===== src/rtl/dfs_pkg.sv =====
// Shared types, constants and state codes of the DMX512 frame sequencer.
`default_nettype none

package dfs_pkg;

    localparam int SLOT_COUNT = 512;
    localparam int INIT_DELAY = 1000;
    localparam int SLOT_AW    = (SLOT_COUNT > 1) ? $clog2(SLOT_COUNT) : 1;
    localparam int POS_W      = 10;
    localparam int CFG_IDX_W  = 3;
    localparam int CFG_DATA_W = 16;

    localparam logic [POS_W-1:0] SLOT_END    = POS_W'(SLOT_COUNT);
    localparam logic [15:0]      INIT_TICKS  = 16'(INIT_DELAY);
    localparam logic [7:0]       START_CODE  = 8'h00;

    localparam logic [1:0] EV_START   = 2'd0;
    localparam logic [1:0] EV_TIMEOUT = 2'd1;
    localparam logic [1:0] EV_SENT    = 2'd2;
    localparam logic [1:0] EV_WRITE   = 2'd3;

    localparam logic [3:0] ST_INIT       = 4'd0;
    localparam logic [3:0] ST_MBB        = 4'd1;
    localparam logic [3:0] ST_BREAK      = 4'd2;
    localparam logic [3:0] ST_MAB        = 4'd3;
    localparam logic [3:0] ST_START      = 4'd4;
    localparam logic [3:0] ST_START_MARK = 4'd5;
    localparam logic [3:0] ST_BYTE       = 4'd6;
    localparam logic [3:0] ST_MARK       = 4'd7;
    localparam logic [3:0] ST_END        = 4'd8;

    localparam logic [CFG_IDX_W-1:0] REG_ACTION_LOCK = 3'd0;
    localparam logic [CFG_IDX_W-1:0] REG_MBB         = 3'd1;
    localparam logic [CFG_IDX_W-1:0] REG_BREAK       = 3'd2;
    localparam logic [CFG_IDX_W-1:0] REG_MAB         = 3'd3;
    localparam logic [CFG_IDX_W-1:0] REG_IBM         = 3'd4;

    typedef struct packed {
        logic [1:0] func;
        logic [8:0] slot_index;
        logic [7:0] slot_value;
    } t_dfs_in;

    typedef struct packed {
        logic        timer_start;
        logic [15:0] timer_duration;
        logic        break_request;
        logic        byte_valid;
        logic [7:0]  byte_value;
        logic [3:0]  sequencer_state;
    } t_dfs_out;

    typedef struct packed {
        logic        action_lock;
        logic [15:0] mark_before_break_us;
        logic [15:0] break_length_us;
        logic [15:0] mark_after_break_us;
        logic [15:0] inter_byte_mark_us;
    } t_dfs_cfg;

    typedef struct packed {
        logic        timer_start;
        logic [15:0] timer_duration;
        logic        break_request;
        logic        byte_valid;
        logic        byte_from_slot;
        logic [3:0]  phase;
    } t_dfs_act;

endpackage

`default_nettype wire


===== src/rtl/dfs_seq_core.sv =====
// Sequencer phase and slot position registers with the event transition logic.
`default_nettype none

module dfs_seq_core (
    input  wire logic                       i_clk,
    input  wire logic                       i_rst_n,
    input  wire logic                       i_accept,
    input  wire logic [1:0]                 i_func,
    input  wire dfs_pkg::t_dfs_cfg          i_cfg,
    output dfs_pkg::t_dfs_act               o_act,
    output logic      [dfs_pkg::SLOT_AW-1:0] o_rd_addr
);
    import dfs_pkg::*;

    logic [3:0]       r_phase;
    logic [POS_W-1:0] r_pos;
    logic [3:0]       n_phase;
    logic [POS_W-1:0] n_pos;

    logic [3:0]       p1;
    logic [POS_W-1:0] pos1;
    logic [POS_W-1:0] pos_inc;
    logic             tmo;
    logic             sent;
    logic             act;
    logic             ibm_zero;
    t_dfs_act         a;

    always_comb begin
        tmo      = (i_func == EV_TIMEOUT);
        sent     = (i_func == EV_SENT);
        ibm_zero = (i_cfg.inter_byte_mark_us == 16'd0);
        pos_inc  = (r_pos < SLOT_END) ? r_pos + 1'b1 : r_pos;
        p1       = r_phase;
        pos1     = r_pos;
        unique case (r_phase)
            ST_INIT: begin
                if (tmo) p1 = ST_MBB;
            end
            ST_MBB: begin
                if (tmo) p1 = ST_BREAK;
            end
            ST_BREAK: begin
                if (tmo) p1 = ST_MAB;
            end
            ST_MAB: begin
                if (tmo) p1 = ST_START;
            end
            ST_START: begin
                if (sent) p1 = ibm_zero ? ST_BYTE : ST_START_MARK;
            end
            ST_START_MARK: begin
                if (tmo) p1 = ST_BYTE;
            end
            ST_BYTE: begin
                if (sent) begin
                    pos1 = pos_inc;
                    if (pos_inc >= SLOT_END) begin
                        p1 = ST_END;
                    end else begin
                        p1 = ibm_zero ? ST_BYTE : ST_MARK;
                    end
                end
            end
            ST_MARK: begin
                if (tmo) p1 = (r_pos >= SLOT_END) ? ST_END : ST_BYTE;
            end
            default: begin
                p1 = r_phase;
            end
        endcase

        act     = (i_func == EV_START) || ((tmo || sent) && !i_cfg.action_lock);
        n_phase = (act && p1 == ST_END) ? ST_MBB : p1;
        n_pos   = (act && n_phase == ST_MBB) ? '0 : pos1;

        a       = '0;
        a.phase = n_phase;
        if (act) begin
            unique case (n_phase)
                ST_INIT: begin
                    a.timer_start    = 1'b1;
                    a.timer_duration = INIT_TICKS;
                end
                ST_MBB: begin
                    a.timer_start    = 1'b1;
                    a.timer_duration = i_cfg.mark_before_break_us;
                end
                ST_BREAK: begin
                    a.break_request  = 1'b1;
                    a.timer_start    = 1'b1;
                    a.timer_duration = i_cfg.break_length_us;
                end
                ST_MAB: begin
                    a.timer_start    = 1'b1;
                    a.timer_duration = i_cfg.mark_after_break_us;
                end
                ST_START: begin
                    a.byte_valid = 1'b1;
                end
                ST_START_MARK, ST_MARK: begin
                    a.timer_start    = 1'b1;
                    a.timer_duration = i_cfg.inter_byte_mark_us;
                end
                ST_BYTE: begin
                    a.byte_valid     = 1'b1;
                    a.byte_from_slot = (n_pos < SLOT_END);
                end
                default: begin
                    a.timer_start = 1'b0;
                end
            endcase
        end
    end

    always_ff @(posedge i_clk) begin
        if (!i_rst_n) begin
            r_phase <= ST_INIT;
            r_pos   <= '0;
        end else if (i_accept) begin
            r_phase <= n_phase;
            r_pos   <= n_pos;
        end
    end

    assign o_act     = a;
    assign o_rd_addr = n_pos[SLOT_AW-1:0];

endmodule

`default_nettype wire


===== config.mk =====
export PLATFORM = sky130hd
export DESIGN_NAME = dfs_seq_core
export DESIGN_NICKNAME = d
export VERILOG_FILES = /design/src/rtl/dfs_pkg.sv /design/src/rtl/dfs_seq_core.sv
export SDC_FILE = /design/constraint.sdc
export NUM_CORES = 1
export LEC_CHECK = 0
export BUFFER_PORTS_ARGS = -buffer_cell sky130_fd_sc_hd__buf_2
export CORE_AREA = 2 2 68 70
export CTS_CLUSTER_DIAMETER = 120
export DETAILED_ROUTE_END_ITERATION = 12
export DIE_AREA = 0 0 70 72
export GPL_TIMING_DRIVEN = 0
export PLACE_DENSITY = 0.79
export SKIP_LAST_GASP = 1
export SLEW_MARGIN = 30
export SYNTH_ARGS = -nofsm -noshare
export SYNTH_HDL_FRONTEND = slang
export SYNTH_SLANG_ARGS = --single-unit

===== constraint.sdc =====
create_clock -name i_clk -period 4.67 [get_ports i_clk]
set_input_delay 0.934 -clock i_clk [delete_from_list [all_inputs] [get_ports i_clk]]
set_output_delay 0.934 -clock i_clk [all_outputs]
set_load 0.01 [all_outputs]

# Word-level counts from Yosys, hierarchy flattened
# Index checks and enable logic that the tools add are counted.
# classes
n_reduce_logical	13
magnitude_cmp	4
n_eq_ne	17
add_sub_neg	1
muxes	24
# op_table
cell	count
case mux 16 bit (5 select lines)	1
2-to-1 mux 4 bit	11
2-to-1 mux 10 bit	4
equality test 4 x 3 -> 1 bit, second input constant	8
case mux 4 bit (8 select lines)	1
>= comparator 10 bit, second input constant	2
< comparator 10 bit, second input constant	2
2-to-1 mux 20 bit	1
equality test 4 x 2 -> 1 bit, second input constant	4
logical NOT 16 bit	1
adder 10 x 1 -> 10 bit, second input constant	1
equality test 4 x 1 -> 1 bit, second input constant	2
logical NOT 4 bit	2
OR reduction 6 bit	1
2-to-1 mux 1 bit	5
equality test 4 bit, second input constant	1
OR reduction 2 bit	2
logical AND 1 bit	3
equality test 2 x 1 -> 1 bit, second input constant	1
equality test 2 bit, second input constant	1
logical NOT 2 bit	1
logical OR 1 bit	2
2-to-1 mux 2 bit	1
logical NOT 1 bit	1
# totals
reg_bits	14
wordCells	61
in_bits	70

# Logic depth before layout (Yosys ltp)
# logic_depth
ltp_word	15
mapped_depth	12
mapped_depth_nobuf	9

# Least setup slack after synthesis
# Ideal clock, no wire load.
# synth_path
path_kind	input to output
start	input port i_func[0]
end	output port o_act[14] (netlist name)
path_buffers	3
stages	12
slack_ns	0.680
required_time_ns	3.736
arrival_time_ns	3.056
path_cell_list	inv_1 ha_1 nor4b_1 and4_4 a221o_2 and3_1 buf_2 and3_4 buf_6 buf_6 a222oi_1 a21oi_1
# synth_rtl
element	line	source
start, declared	dfs_seq_core.sv:8	input wire logic [1:0] i_func,
end, declared	dfs_seq_core.sv:10	output dfs_pkg::t_dfs_act o_act,

# Final worst setup path
# layout_path
start	input port i_func[0]
end	output port o_rd_addr[3] (netlist name)
# layout_between
elab_chain_len	9
# layout_rtl
element	line	source
equality test 2 x 1 -> 1 bit / equality test 2 bit (equally long branches)	dfs_seq_core.sv:30, dfs_seq_core.sv:31	
2-to-1 mux 4 bit, or another cell as far along	dfs_seq_core.sv:66	if (tmo) p1 = (r_pos >= SLOT_END) ? ST_END : ST_BYTE;
case mux 4 bit (8 select lines) / logical AND 1 bit (equally long branches)	dfs_seq_core.sv:36, dfs_seq_core.sv:73	
equality test 4 bit / logical OR 1 bit (equally long branches)	dfs_seq_core.sv:74, dfs_seq_core.sv:73	
logical AND 1 bit	dfs_seq_core.sv:74	n_phase = (act && p1 == ST_END) ? ST_MBB : p1;
2-to-1 mux 4 bit	dfs_seq_core.sv:74	
equality test 4 x 1 -> 1 bit	dfs_seq_core.sv:75	n_pos = (act && n_phase == ST_MBB) ? '0 : pos1;
logical AND 1 bit	dfs_seq_core.sv:75	
2-to-1 mux 10 bit (*)	dfs_seq_core.sv:75	
end, declared	dfs_seq_core.sv:11	output logic [dfs_pkg::SLOT_AW-1:0] o_rd_addr
# Every way passes the cells marked *; elsewhere a longest branch is shown, timed or not.

==> flow_summary.toml <==
[critical_path]
path_cells = "buf_2, inv_1, ha_2, nand4_2, o31ai_4, nor2_1, o32ai_4, nand2_1, nor3b_2, buf_4, nor2_1, buf_4, buf_2"
worst_r2r_startpoint = "r_phase[0]"
crit_family = "simple AND/OR/NAND/NOR gates"
slowest_stage = "o32ai_4"
r2r_end = "r_pos[8]"
end_kind = "primary output"
crit_buf_inv = 5
worstSetupPathType = "input port to primary output"
cp_slowest_stage_delay_ps = 420
cp.arrival_ps = 3530
reg2reg_depth = 8
crit_start = "i_func[0]"
worstPathRequired_ps = 3740
crit_path_max_fanout = 10
r2r_slack_ps = 2060
endpoint = "o_rd_addr[3]"
cp.depth = 13
startpoint_type = "input port"

[timing]
timing.final.crit_period_ps = 4470
rsz0062_at_grt = "no"
finClkSkew_ps = 0.731
drv_slew = 0
post-route-period-util_pct = 95.7
hold_slack_ps = 568
slew_headroom_pct = 41.0
tns_ps = 0
fmax_ghz = 0.224
hold_viol = 0
worstMarginPinSlew_ps = 878
finalSetupViolCount = 0

[clock_tree]
htreeDepth = 1
root_buffer = "clkbuf_8"
cts_made_buffers = 3
post_cts_buffers = 0
cts_resized = 0
clk_latency_ps = 250
cts_tree = "built"
clk_pin_slew_ps = 70
cts_sinks = 14
hold_buffers = 0
clockBufferDepth = 2

[placed_design]
dp_hpwl_microns = 4810
port-buffer-count = 100
gp_congestion = 0.884

[die]
fp-row-count = 24
die-height_microns = 72
initial_core_util_pct = 44.3
die_w_microns = 70
core_area_sq_um = 4260
die_area_sq_um = 5040
io_pins = 103

[route]
vias = 2519
drt_iter0_markers = 352
first_pass_iters = 7
viasPerCell = 6.03
routed_wl_microns = 6340
wl_per_cell_microns = 15.2
ant_nets = 0
drc = 0

[pwr]
swShare_pct = 35.8
p_comb_share_pct = 40.8
clockPowerShare_pct = 29.9
power.share.sequential_pct = 29.3
p_leak_uw = 0.00117
p_per_area_nw_per_um2 = 165
p_sw_uw = 150
ir_drop_v = 0.0000855
p_int_uw = 269

[synth]
yosys_warnings = 0
synth_mux_area_share_pct = 1.59
syn_avg_cell_area_sq_um = 7.21
synthSimpleGateAreaFrac_pct = 33.2
async_flop_share_pct = 0
synthXorXnorAreaFrac_pct = 4.17
synth_enable_flop_cells = 0
synth_cell_types = 55
synth-compound-area-share_pct = 31.7
ys_seq_area_share_pct = 14.8
synth_area_sq_um = 1890
yosysTopAreaCell = "dfxtp_1"
synth_nets = 337
synth_adder_area_share_pct = 3.31
synth_top_family_by_area = "simple AND/OR/NAND/NOR gates"
synthCells = 262
synth_area_leaders = "dfxtp_1 (15%), a222oi_1 (8.5%), a21oi_1 (6.1%)"
synthFlopType = "dfxtp_1"
ys_ff_latch = 14
synth_top_area_share_pct = 14.8

[layout]
fin_nets = 442
diodes = 0
n_fill_cell = 420
drive_above_1_share_pct = 37.2
areaGrowthSynthToFinish_pct = 34.1

[run]
drv_cap = 0

[global_route]
antenna_found_initial = 0
grt_use_total_pct = 24.1
grt_pass1_vias = 2282
grt_pass1_wl_microns = 10300
grt_overflow_total = 0
grt_max_degree = 11

[status]
status = "finished clean"

[worst_hold_path]
hold_path_class = "register to register"
routing by layer:
layer	share of wire (%)	GRT usage [%]	wire, microns	vias up
li1	-	-	-	1202
met1	43	30.8	2750	1188
met2	49	43.7	3100	115
met3	6.1	2.50	384	14
met4	1.7	5.98	105	0
met5	0	0	0	-
logic make-up (layout without fill, tap and decap cells):
group	Yosys count	count (layout)
AOI/OAI and AO/OA	78	78
xor gates and xnor gates	9	9
adders and majority gates	5	5
buffers and inverters	40	144
DFF	14	14
muxes	3	3
and+or+nand+nor	113	113
placed cells by master, fill, tap and decap left out, types with 4 or more instances in the layout:
master    synthesis  layout
nand2_1          27      27
buf_2             4     104
nor2b_1           9       9
nand3b_1          4       4
and2_1            4       4
xnor2_1           5       5
nand4_1           9       9
clkbuf_1         10      10
nand3_1          15      15
nor2_1           18      18
inv_1            12      12
dfxtp_1          14      14
o21ai_0           8       8
a222oi_1         16      16
o211ai_1          4       4
ha_1              5       4
buf_4            11      11
nand4b_1          5       5
clkbuf_8          0       4
and3_1            4       4
nor3_1            5       5
xor2_1            4       4
a21oi_1          23      23
metrics by stage:
stage               utilization, %  total power [uW]  worst slack (ps)  cells  cell area, sq um
CTS                           58.9               409              29.5    418              2510
global placement              57.6               286              86.1    414              2450
finish                        59.4               419               202    418              2530
floorplan                        -               221               680    262              1890
global route                  59.4               441              10.9    418              2530
detailed placement            57.6               289              35.9    414              2450
worst min-delay path by stage:
stage / startpoint / end / slack, ps / depth (start not counted)
finish: r_pos[8] / r_pos[8] / 570 / 2
CTS: r_pos[8] / r_pos[8] / 570 / 2
floorplan: r_pos[0] / r_pos[0] / 500 / 1
global route: r_pos[4] / r_pos[4] / 600 / 2
global placement: r_pos[0] / r_pos[0] / 530 / 1
detailed placement: r_pos[0] / r_pos[0] / 550 / 1
worst min-delay path, cell delays in order, from the launching register on:
cell and delay (ps):
dfxtp_1 360, nand4_1 90, o211ai_1 70
final cells by class:
cell class,count,area [sq um],area share (%)
Buffer,27,163,6.42
Sequential cell,14,280,11.1
Tap cell,52,65.1,2.57
Clock buffer,4,55.1,2.17
Multi-Input combinational cell,208,1420,56.1
Timing Repair Buffer,100,500,19.8
Inverter,13,48.8,1.93
cell usage after synthesis (3+ instances only):
cell,count
a31oi_1,3
dfxtp_1,14
nor3_1,5
o21ai_0,8
nand4_1,9
buf_2,4
a222oi_1,16
and3_1,4
buf_4,11
xnor2_1,5
nor2_1,18
ha_1,5
nand4b_1,5
a21oi_1,23
clkbuf_1,10
mux2i_1,3
nand3_1,15
nand2_1,27
and2_1,4
o211ai_1,4
nand3b_1,4
inv_1,12
nor2b_1,9
xor2_1,4
sequential cells by signal, summed over array words and instances (netlist names):
name     count
r_pos       10
r_phase      4
power groups by stage:
stage	registers [uW]	logic [uW]	clock network (uW)
after CTS	123	164	123
after global routing	123	188	131
after floorplan	125	96.2	0
final	123	171	125
after global placement	125	161	0
after detailed placement	125	163	0
No activity file was read; power rests on OpenSTA's default activity.
